===== src/rtl/assert_macros.svh =====
// assertion helpers for the integer alu
`ifndef ASSERT_MACROS_SVH
`define ASSERT_MACROS_SVH

`ifndef ASSERT_OFF

// property must hold at every clock edge outside reset
`define ASSERT_CLK(label, clk, rst_n, prop) \
  label: assert property (@(posedge clk) disable iff (!rst_n) (prop)) \
    else $error("%m: assertion failed");

// expression must never be true outside reset
`define ASSERT_NEVER(label, clk, rst_n, expr) \
  label: assert property (@(posedge clk) disable iff (!rst_n) !(expr)) \
    else $error("%m: forbidden condition seen");

`else

`define ASSERT_CLK(label, clk, rst_n, prop)
`define ASSERT_NEVER(label, clk, rst_n, expr)

`endif

`endif


===== src/rtl/ialu_pkg.sv =====
`timescale 1ns / 1ps
`default_nettype none

package ialu_pkg;

  localparam int DATA_WIDTH = 32;
  localparam int OP_W       = 3;
  localparam int CNT_W      = $clog2(DATA_WIDTH + 1);

  // operation codes
  typedef enum logic [OP_W-1:0] {
    OP_ADD = 3'd0,
    OP_MUL = 3'd1,
    OP_SUB = 3'd2,
    OP_POW = 3'd3,
    OP_DIV = 3'd4,
    OP_REM = 3'd5,
    OP_XOR = 3'd6
  } op_e;

  // controller to datapath
  typedef struct packed {
    logic load;
    logic step;
    logic finish;
  } cmd_t;

  // datapath to controller
  typedef struct packed {
    logic done;
  } sts_t;

endpackage

`default_nettype wire


===== src/rtl/ialu_if.sv =====
`timescale 1ns / 1ps
`default_nettype none

// operand item channel
interface ialu_in_if import ialu_pkg::*; ();
  logic                         valid;
  logic                         ready;
  logic [OP_W-1:0]              operation;
  logic signed [DATA_WIDTH-1:0] left_operand;
  logic signed [DATA_WIDTH-1:0] right_operand;

  modport source (output valid, output operation, output left_operand,
                  output right_operand, input ready);
  modport sink   (input valid, input operation, input left_operand,
                  input right_operand, output ready);
endinterface

// result item channel
interface ialu_out_if import ialu_pkg::*; ();
  logic                         valid;
  logic                         ready;
  logic signed [DATA_WIDTH-1:0] result_value;
  logic                         divide_by_zero;

  modport source (output valid, output result_value, output divide_by_zero,
                  input ready);
  modport sink   (input valid, input result_value, input divide_by_zero,
                  output ready);
endinterface

`default_nettype wire


===== src/rtl/integer_alu_with_power_divide.sv =====
`timescale 1ns / 1ps
`default_nettype none
`include "assert_macros.svh"

// 32-bit integer alu: add, multiply, subtract, power, divide, remainder and
// xor on signed operands, one result item per operand item. Power uses a
// square-and-multiply loop that retires one exponent bit per cycle, and
// divide and remainder use a restoring divider that produces one quotient bit
// per cycle. One item is in work at a time; the next is taken in the cycle
// after the previous result enters the output register, even while that
// result still waits to be taken. Divide or remainder by zero returns 0 with
// divide_by_zero set; power with exponent 0 gives 1, with a negative exponent
// it gives the base.
module integer_alu_with_power_divide import ialu_pkg::*; (
  input  logic         clk_i,
  input  logic         rst_ni,
  ialu_in_if.sink      in_i,
  ialu_out_if.source   out_o
);

  cmd_t cmd;
  sts_t sts;
  logic in_ready;
  logic out_valid;

  // sequencer
  ialu_ctrl u_ctrl (
    .clk_i       (clk_i),
    .rst_ni      (rst_ni),
    .in_valid_i  (in_i.valid),
    .in_ready_o  (in_ready),
    .out_valid_o (out_valid),
    .out_ready_i (out_o.ready),
    .sts_i       (sts),
    .cmd_o       (cmd)
  );

  // arithmetic
  ialu_dp u_dp (
    .clk_i            (clk_i),
    .cmd_i            (cmd),
    .sts_o            (sts),
    .operation_i      (in_i.operation),
    .left_operand_i   (in_i.left_operand),
    .right_operand_i  (in_i.right_operand),
    .result_value_o   (out_o.result_value),
    .divide_by_zero_o (out_o.divide_by_zero)
  );

  assign in_i.ready  = in_ready;
  assign out_o.valid = out_valid;

  // one item in work at a time
  `ASSERT_CLK(a_busy_after_accept, clk_i, rst_ni, (in_i.valid && in_i.ready) |=> !in_i.ready)
  // a new result appears only from the finish step
  `ASSERT_CLK(a_valid_from_finish, clk_i, rst_ni, $rose(out_o.valid) |-> $past(cmd.finish))
  // a zero divisor always gives a zero result
  `ASSERT_NEVER(a_dz_zero_result, clk_i, rst_ni, out_o.valid && out_o.divide_by_zero && (out_o.result_value != '0))

endmodule

`default_nettype wire


===== src/rtl/ialu_ctrl.sv =====
`timescale 1ns / 1ps
`default_nettype none

module ialu_ctrl import ialu_pkg::*; (
  input  logic clk_i,
  input  logic rst_ni,
  input  logic in_valid_i,
  output logic in_ready_o,
  output logic out_valid_o,
  input  logic out_ready_i,
  input  sts_t sts_i,
  output cmd_t cmd_o
);

  typedef enum logic [2:0] {
    ST_IDLE = 3'b001,
    ST_RUN  = 3'b010,
    ST_FIN  = 3'b100
  } state_e;

  state_e state_q, state_d;
  logic   out_valid_q, out_valid_d;
  logic   out_free;

  // output register can take a new result
  assign out_free = !out_valid_q || out_ready_i;

  // commands
  assign in_ready_o    = (state_q == ST_IDLE);
  assign cmd_o.load    = in_ready_o && in_valid_i;
  assign cmd_o.step    = (state_q == ST_RUN) && !sts_i.done;
  assign cmd_o.finish  = (state_q == ST_FIN) && out_free;
  assign out_valid_o   = out_valid_q;

  // next state
  always_comb begin
    state_d = state_q;
    case (state_q)
      ST_IDLE: begin
        if (in_valid_i) state_d = ST_RUN;
      end
      ST_RUN: begin
        if (sts_i.done) state_d = ST_FIN;
      end
      ST_FIN: begin
        if (out_free) state_d = ST_IDLE;
      end
      default: state_d = ST_IDLE;
    endcase
  end

  // output valid flag
  always_comb begin
    out_valid_d = out_valid_q;
    if (cmd_o.finish) begin
      out_valid_d = 1'b1;
    end else if (out_ready_i) begin
      out_valid_d = 1'b0;
    end
  end

  always_ff @(posedge clk_i or negedge rst_ni) begin
    if (!rst_ni) begin
      state_q     <= ST_IDLE;
      out_valid_q <= 1'b0;
    end else begin
      state_q     <= state_d;
      out_valid_q <= out_valid_d;
    end
  end

endmodule

`default_nettype wire


===== src/rtl/ialu_dp.sv =====
`timescale 1ns / 1ps
`default_nettype none

module ialu_dp import ialu_pkg::*; (
  input  logic                  clk_i,
  input  cmd_t                  cmd_i,
  output sts_t                  sts_o,
  input  logic [OP_W-1:0]       operation_i,
  input  logic [DATA_WIDTH-1:0] left_operand_i,
  input  logic [DATA_WIDTH-1:0] right_operand_i,
  output logic [DATA_WIDTH-1:0] result_value_o,
  output logic                  divide_by_zero_o
);

  localparam int W = DATA_WIDTH;

  op_e             op_q;
  logic            a_neg_q, b_neg_q, dz_q;
  logic [W-1:0]    acc_q, base_q, exp_q;
  logic [W-1:0]    rem_q, quo_q, dvs_q;
  logic [CNT_W-1:0] cnt_q;
  logic [W-1:0]    res_q;
  logic            res_dz_q;

  op_e             op_in;
  logic            is_div_in, b_zero;
  logic [W-1:0]    mag_a, mag_b;
  logic [2*W-1:0]  prod_acc, prod_sq;
  logic [W:0]      rem_sh;
  logic            rem_ge;
  logic [W-1:0]    fin_val;
  logic [W-1:0]    ld_acc, ld_base, ld_exp;
  logic [CNT_W-1:0] ld_cnt;

  assign op_in     = op_e'(operation_i);
  assign is_div_in = (op_in == OP_DIV) || (op_in == OP_REM);
  assign b_zero    = (right_operand_i == '0);
  assign mag_a     = left_operand_i[W-1]  ? (~left_operand_i + 1'b1)  : left_operand_i;
  assign mag_b     = right_operand_i[W-1] ? (~right_operand_i + 1'b1) : right_operand_i;

  // square-and-multiply products, low half kept
  assign prod_acc = {{W{1'b0}}, acc_q}  * {{W{1'b0}}, base_q};
  assign prod_sq  = {{W{1'b0}}, base_q} * {{W{1'b0}}, base_q};

  // restoring division trial subtract
  assign rem_sh = {rem_q, quo_q[W-1]};
  assign rem_ge = (rem_sh >= {1'b0, dvs_q});

  // iteration finished
  assign sts_o.done = ((op_q == OP_DIV) || (op_q == OP_REM)) ? (cnt_q == '0)
                                                             : (exp_q == '0);

  // start values for a new item
  always_comb begin
    ld_acc  = '0;
    ld_base = left_operand_i;
    ld_exp  = '0;
    ld_cnt  = '0;
    case (op_in)
      OP_ADD: ld_acc = left_operand_i + right_operand_i;
      OP_SUB: ld_acc = left_operand_i - right_operand_i;
      OP_XOR: ld_acc = left_operand_i ^ right_operand_i;
      OP_MUL: begin
        ld_acc  = left_operand_i;
        ld_base = right_operand_i;
        ld_exp  = W'(1);
      end
      OP_POW: begin
        if (b_zero) begin
          ld_acc = W'(1);
        end else if (right_operand_i[W-1]) begin
          ld_acc = left_operand_i;
        end else begin
          ld_acc = W'(1);
          ld_exp = right_operand_i;
        end
      end
      OP_DIV, OP_REM: begin
        if (!b_zero) ld_cnt = CNT_W'(W);
      end
      default: ld_acc = '0;
    endcase
  end

  // working registers
  always_ff @(posedge clk_i) begin
    if (cmd_i.load) begin
      op_q    <= op_in;
      a_neg_q <= left_operand_i[W-1];
      b_neg_q <= right_operand_i[W-1];
      dz_q    <= is_div_in && b_zero;
      exp_q   <= ld_exp;
      cnt_q   <= ld_cnt;
      acc_q   <= ld_acc;
      base_q  <= ld_base;
      rem_q   <= '0;
      quo_q   <= mag_a;
      dvs_q   <= mag_b;
    end else if (cmd_i.step) begin
      if ((op_q == OP_DIV) || (op_q == OP_REM)) begin
        rem_q <= rem_ge ? W'(rem_sh - {1'b0, dvs_q}) : rem_sh[W-1:0];
        quo_q <= {quo_q[W-2:0], rem_ge};
        cnt_q <= cnt_q - 1'b1;
      end else begin
        if (exp_q[0]) acc_q <= prod_acc[W-1:0];
        base_q <= prod_sq[W-1:0];
        exp_q  <= exp_q >> 1;
      end
    end
  end

  // sign fix-up and result select
  always_comb begin
    case (op_q)
      OP_DIV:  fin_val = dz_q ? '0 : ((a_neg_q ^ b_neg_q) ? (~quo_q + 1'b1) : quo_q);
      OP_REM:  fin_val = dz_q ? '0 : (a_neg_q ? (~rem_q + 1'b1) : rem_q);
      default: fin_val = acc_q;
    endcase
  end

  // output register
  always_ff @(posedge clk_i) begin
    if (cmd_i.finish) begin
      res_q    <= fin_val;
      res_dz_q <= dz_q;
    end
  end

  assign result_value_o   = res_q;
  assign divide_by_zero_o = res_dz_q;

endmodule

`default_nettype wire

===== src/flat_wrapper.sv =====
// flat-port wrapper written by rule: the top's interface ports become plain ports
module integer_alu_with_power_divide_flat import ialu_pkg::*;
  (clk_i, rst_ni, in_i_valid, in_i_operation, in_i_left_operand, in_i_right_operand, in_i_ready, out_o_valid, out_o_result_value, out_o_divide_by_zero, out_o_ready);
  ialu_in_if in_i_i ();
  ialu_out_if out_o_i ();
  input  logic clk_i;
  input  logic rst_ni;
  input wire logic [$bits(in_i_i.valid)-1:0] in_i_valid;
  input wire logic [$bits(in_i_i.operation)-1:0] in_i_operation;
  input wire logic [$bits(in_i_i.left_operand)-1:0] in_i_left_operand;
  input wire logic [$bits(in_i_i.right_operand)-1:0] in_i_right_operand;
  output wire logic [$bits(in_i_i.ready)-1:0] in_i_ready;
  output wire logic [$bits(out_o_i.valid)-1:0] out_o_valid;
  output wire logic [$bits(out_o_i.result_value)-1:0] out_o_result_value;
  output wire logic [$bits(out_o_i.divide_by_zero)-1:0] out_o_divide_by_zero;
  input wire logic [$bits(out_o_i.ready)-1:0] out_o_ready;
  assign in_i_i.valid = in_i_valid;
  assign in_i_i.operation = in_i_operation;
  assign in_i_i.left_operand = in_i_left_operand;
  assign in_i_i.right_operand = in_i_right_operand;
  assign in_i_ready = in_i_i.ready;
  assign out_o_valid = out_o_i.valid;
  assign out_o_result_value = out_o_i.result_value;
  assign out_o_divide_by_zero = out_o_i.divide_by_zero;
  assign out_o_i.ready = out_o_ready;
  integer_alu_with_power_divide u_core (.clk_i(clk_i), .rst_ni(rst_ni), .in_i(in_i_i), .out_o(out_o_i));
endmodule

===== config.mk =====
export PLATFORM = sky130hd
export DESIGN_NAME = integer_alu_with_power_divide_flat
export DESIGN_NICKNAME = d
export VERILOG_FILES = /design/src/rtl/ialu_pkg.sv /design/src/rtl/ialu_if.sv /design/src/rtl/integer_alu_with_power_divide.sv /design/src/rtl/ialu_ctrl.sv /design/src/rtl/ialu_dp.sv /design/src/flat_wrapper.sv
export VERILOG_INCLUDE_DIRS = /design/src /design/src/rtl
export SDC_FILE = /design/constraint.sdc
export NUM_CORES = 2
export LEC_CHECK = 0
export BUFFER_PORTS_ARGS = -buffer_cell sky130_fd_sc_hd__buf_2
export CORE_MARGIN = 2
export CORE_UTILIZATION = 30
export CTS_CLUSTER_DIAMETER = 100
export DETAILED_ROUTE_END_ITERATION = 6
export GPL_ROUTABILITY_DRIVEN = 0
export PLACE_DENSITY_LB_ADDON = 0.2
export REMOVE_ABC_BUFFERS = 1
export SKIP_LAST_GASP = 1
export SLEW_MARGIN = 25
export SYNTH_ARGS = -nofsm -noshare
export SYNTH_HDL_FRONTEND = slang
export SYNTH_SLANG_ARGS = --single-unit

===== constraint.sdc =====
create_clock -name clk_i -period 12.7 [get_ports clk_i]
set_input_delay 0.635 -clock clk_i [delete_from_list [all_inputs] [get_ports clk_i]]
set_output_delay 0.635 -clock clk_i [all_outputs]
set_load 0.01 [all_outputs]

* Word level (Yosys, flattened, before mapping)
Cells that the tools add are included.
Word-level totals: input bits 71, bits in registers 241, memory bits (read-only) 0, RAM bits 0, word-level logic and storage cells 111, latch bits 0, memories kept 0, output and inout bits 35
Operators by class: equality and inequality tests 15, order comparisons 1, multiply operators 2, reduce and logical (&&, ||, !) cells 23, $add $sub $neg 8, div/mod/pow operators 0, bitwise logic cells 6, muxes and demuxes 40, shift operators 0
Operator list (count):
- 32-bit 2-to-1 mux | 22
- 32-bit one-hot mux with 5 select lines | 1
- 32-bit by 1-bit adder with 32-bit output, second input constant | 4
- 32-bit inverter | 4
- 31-bit 2-to-1 mux | 3
- 32-bit zero test | 2
- 32-bit by 32-bit multiplier with 32-bit output | 2
- 32-bit one-hot mux with 2 select lines | 1
- 32-bit subtractor | 2
- 31-bit one-hot mux with 2 select lines | 1
- 33-bit by 32-bit greater-or-equal comparator with 1-bit output | 1
- 32-bit adder | 1
- 32-bit XOR | 1
- 6-bit 2-to-1 mux | 5
- 3-bit == test, second input constant | 6
- 3-bit by 2-bit == test with 1-bit output, second input constant | 3
- 3-bit 2-to-1 mux | 3
- 3-bit one-hot mux with 3 select lines | 1
- 2-bit nonzero test | 4
- 3-bit by 1-bit == test with 1-bit output, second input constant | 2
- 6-bit zero test | 1
- 2-bit inequality test, second input constant | 3
- 2-bit AND reduction | 3
- 3-bit AND reduction | 2
- other kinds (9) | 17

* Longest topological paths before layout
depth in word-level cells 7, gate-level depth with buffers 29, depth with buffers taken out 27

* Modules after synthesis
From an unflattened synthesis, not the netlist that was laid out.
Second synthesis, totals: cell total of the unflattened synthesis 5052, area, all modules 46250.6 µm²
Modules (own cells, without submodules):
- ialu_dp | times used 1, area an instance 46010.4 µm², seq. area each 6766.5 µm², cells each 5030
- ialu_ctrl | times used 1, area an instance 240.2 µm², seq. area each 101.3 µm², cells each 22

* Worst setup path after synthesis
No wires, ideal clock.
path type reg-to-reg, from register u_core.u_dp.base_q[2], to register u_core.u_dp.base_q[31] (data pin), clock period less this slack 7.868 ns, setup time 0.270 ns, cell stages (with the launch flop) 29, setup slack 4.832 ns, required time 12.430 ns, buffers on the path 3, data arrival time 7.597 ns, cell sequence edfxtp_1 -> clkbuf_1 -> clkbuf_1 -> clkbuf_1 -> nand2_1 -> fa_1 -> inv_1 -> fa_1 -> inv_1 -> fa_1 -> fa_1 -> inv_1 -> fa_1 -> inv_1 -> fa_1 -> inv_1 -> fa_1 -> fa_1 -> ha_1 -> a21o_1 -> a21o_1 -> a21o_1 -> o21ai_0 -> o211ai_1 -> a221o_1 -> or4_1 -> a31oi_1 -> xnor2_1 -> a21oi_1
Between the ends: cells in the longest elaborated chain, start to end 4
RTL lines:
- start, declared | RTL line ialu_dp.sv:19 | logic [W-1:0] acc_q, base_q, exp_q;
- start signal, assigned | RTL line ialu_dp.sv:95 | base_q <= ld_base;
- start signal, assigned | RTL line ialu_dp.sv:106 | base_q <= prod_sq[W-1:0];
- 32-bit by 32-bit multiplier with 32-bit output | RTL line ialu_dp.sv:43 | assign prod_sq = {{W{1'b0}}, base_q} * {{W{1'b0}}, base_q};
- 32-bit 2-to-1 mux | RTL line ialu_dp.sv:100 | if ((op_q == OP_DIV) || (op_q == OP_REM)) begin
- 32-bit 2-to-1 mux | RTL line ialu_dp.sv:99 | end else if (cmd_i.step) begin
- 32-bit 2-to-1 mux | RTL line ialu_dp.sv:87 | if (cmd_i.load) begin
No other way between the ends. The select of a mux whose other input is x is not followed. A chain may end at the register's enable or synchronous reset.

* Worst setup path after layout
from register u_core.u_dp.base_q[3], to register u_core.u_dp.base_q[31] (data pin)
The elaborated chain is that of the path after synthesis.

==> flow_summary.json <==
{
  "syn2layout_area_growth_pct": 8.28,
  "drive_gt1_share_pct": 5.68,
  "synth_area_leaders": "fa_1, edfxtp_1, ha_1",
  "clockBufferDepth": 3,
  "io-pin-count": 106,
  "setup_tns_ps": 0,
  "hold_path_class": "primary input to flip-flop",
  "wl_um": 155000,
  "critPathCaptureType": "flip-flop",
  "cp-start-kind": "flip-flop",
  "drv_cap": 0,
  "fin_skew_ps": 28.5,
  "grt_use_total_pct": 20.2,
  "gr-total-overflow": 0,
  "fin_crit_sh_pct": 67.0,
  "post_synth.cell_area_avg_um2": 9.23,
  "ys_seq_area_share_pct": 14.9,
  "io_buffers": 105,
  "first_iter_violations": 2465,
  "via_per_inst": 4.97,
  "ys_types": 89,
  "cts_tree": "done",
  "dpl_worst_slack_ps": 4230,
  "hold_viol": 0,
  "cpMostUsedCell": "fa_1",
  "rsz0062_at_grt": "no",
  "fin_ws_ps": 4190,
  "synth_cells": 4988,
  "critical_path.max_stage_delay_ps": 560,
  "min_period_ps": 8510,
  "drc_errors": 0,
  "synthArstFlopShare_pct": 1.67,
  "yosys.area.top_type": "fa_1",
  "cpMaxStageDelayCell": "fa_1",
  "clk_pin_slew_ps": 50,
  "crit_type": "flip-flop to flip-flop",
  "grt_max_degree": 65,
  "worstMarginPinSlew_ps": 1060,
  "status": "complete, no violations",
  "maxSlewViolCount": 0,
  "cts_made_buffers": 34,
  "dr.pass1.iters": 5,
  "dieArea_mm2": 0.157,
  "wl_per_cell_um": 22.1,
  "place_hpwl_um": 119000,
  "holdBufCountCts": 1,
  "maxSlewHeadroom_pct": 29.1,
  "max_freq_ghz": 0.117,
  "vias": 34800,
  "cp_data_required_time_ps": 12950,
  "syn_area_mm2": 0.0460,
  "insertion_delay_ps": 570,
  "chipHeight_um": 396,
  "start_util_pct": 30.2,
  "synth_ff_type": "edfxtp_1",
  "antenna_found_initial": 26,
  "cts_resized": 0,
  "ys_warn_count": 0,
  "nets": 6106,
  "grt_pass1_vias": 37400,
  "post-route-util_pct": 32.7,
  "core_mm2": 0.152,
  "synth_seq_cells": 240,
  "root_buffer": "clkbuf_16",
  "critPathMaxFanout": 37,
  "grt_pass1_wl_um": 241000,
  "die_w_um": 396,
  "rows": 143,
  "cts_setup_buffers": 0,
  "setup_viol": 0,
  "yosysTopAreaCellShare_pct": 33.7,
  "synth_edf_count": 204,
  "htree_levels": 2,
  "cts_sinks": 240,
  "final_antenna_net_count": 0,
  "crit_arrival_ps": 8760
}
sequential cells by signal, summed over array words and instances, names as in the netlist, 3 cells and up:
signal and cells:
u_core.u_dp.rem_q 32, u_core.u_dp.base_q 32, u_core.u_dp.quo_q 32, u_core.u_dp.exp_q 31, u_core.u_dp.result_value_o 32, u_core.u_ctrl.state_q 3, u_core.u_dp.cnt_q 6, u_core.u_dp.op_q 3
u_core.u_dp.acc_q 32, u_core.u_dp.dvs_q 32
critical path, delay by kind of cell (launching register included):
family          cells  cell delay [ps]
simple gates        2              630
xor+xnor            2              350
compound gates      9             1790
flops               1              320
buf+inv             6             1040
fa+ha+maj           9             4060
per-layer routing:
metal / GRT usage (%) / wire length [um] / up-vias
met4: 4.85 / 3820 / 18
met3: 2.51 / 8070 / 201
met2: 33.5 / 73300 / 849
met1: 27.8 / 69400 / 18000
met5: 0 / 106 / -
li1: - / - / 15700
cell usage after synthesis, types with 135 or more instances:
cell type  instances
ha_1             325
clkbuf_1         257
nand2_1          515
edfxtp_1         204
xnor2_1          186
o21ai_0          186
fa_1             774
a21oi_1          135
inv_1            871
nor2_1           152
xor2_1           153
and2_1           453
metrics by stage:
| step | area (um^2) | hold WS, ps | cells |
|---|---|---|---|
| floorplan | 45000 | 339 | 4717 |
| global placement | 48700 | 445 | 6928 |
| detailed placement | 48700 | 448 | 6928 |
| CTS | 49800 | 371 | 6990 |
| global route | 49800 | 398 | 6993 |
| finish | 49900 | 396 | 6999 |
path summary, 6_finish.rpt:
check                                                     startpoint                                    end  slack, ps  cells past startpoint
worst max-delay path                 u_core.u_dp.base_q[3]$_DFFE_PP_       u_core.u_dp.base_q[31]$_DFFE_PP_       4190                     28
worst min-delay path                                     out_o_ready  u_core.u_ctrl.out_valid_o$_DFFE_PN0P_        400                      3
worst max register to register       u_core.u_dp.base_q[3]$_DFFE_PP_       u_core.u_dp.base_q[31]$_DFFE_PP_       4190                     28
worst min register to register  u_core.u_ctrl.state_q[0]$_DFFE_PN1P_   u_core.u_ctrl.state_q[2]$_DFFE_PN0P_        530                      1
max in group asynchronous                                     rst_ni   u_core.u_ctrl.state_q[0]$_DFFE_PN1P_      12090                      2
min in group asynchronous                                     rst_ni  u_core.u_ctrl.out_valid_o$_DFFE_PN0P_        410                      2
cell families after synthesis:
group / after synthesis / synth area share [%]
AND/OR/NAND/NOR: 1403 / 15.5
buffers and inverters: 1143 / 9.36
adder cells (fa/ha/maj): 1099 / 42.5
AO/OA/AOI/OAI: 709 / 10.1
XOR/XNOR: 339 / 6.45
flip-flops: 240 / 14.9
multiplexers: 55 / 1.21
placed cells by master, fill, tap and decap left out, drive strengths merged, types with 43 or more instances in the layout:
cell type,instances
xor2,153
nor2,153
edfxtp,204
fa,774
inv,873
a21oi,136
a22o,46
o21ai,216
ha,325
o31ai,45
nand3,55
nand2,515
clkbuf,43
and2,453
mux2i,48
a21o,56
buf,182
xnor2,186
final cells by class:
type | count | area, um^2
repair buffers | 183 | 1120
inverters | 872 | 3280
multi-input cells | 3605 | 34900
diodes | 8 | 20.0
clock inverters | 18 | 209
well taps | 2030 | 2540
flip-flops and latches | 240 | 6870
clock buffers | 43 | 895
fillers | 15800 | 102000
Power is left out: the tool's default activity adds up to more than one toggle a clock period on the data nets, which glitch-free logic cannot reach.
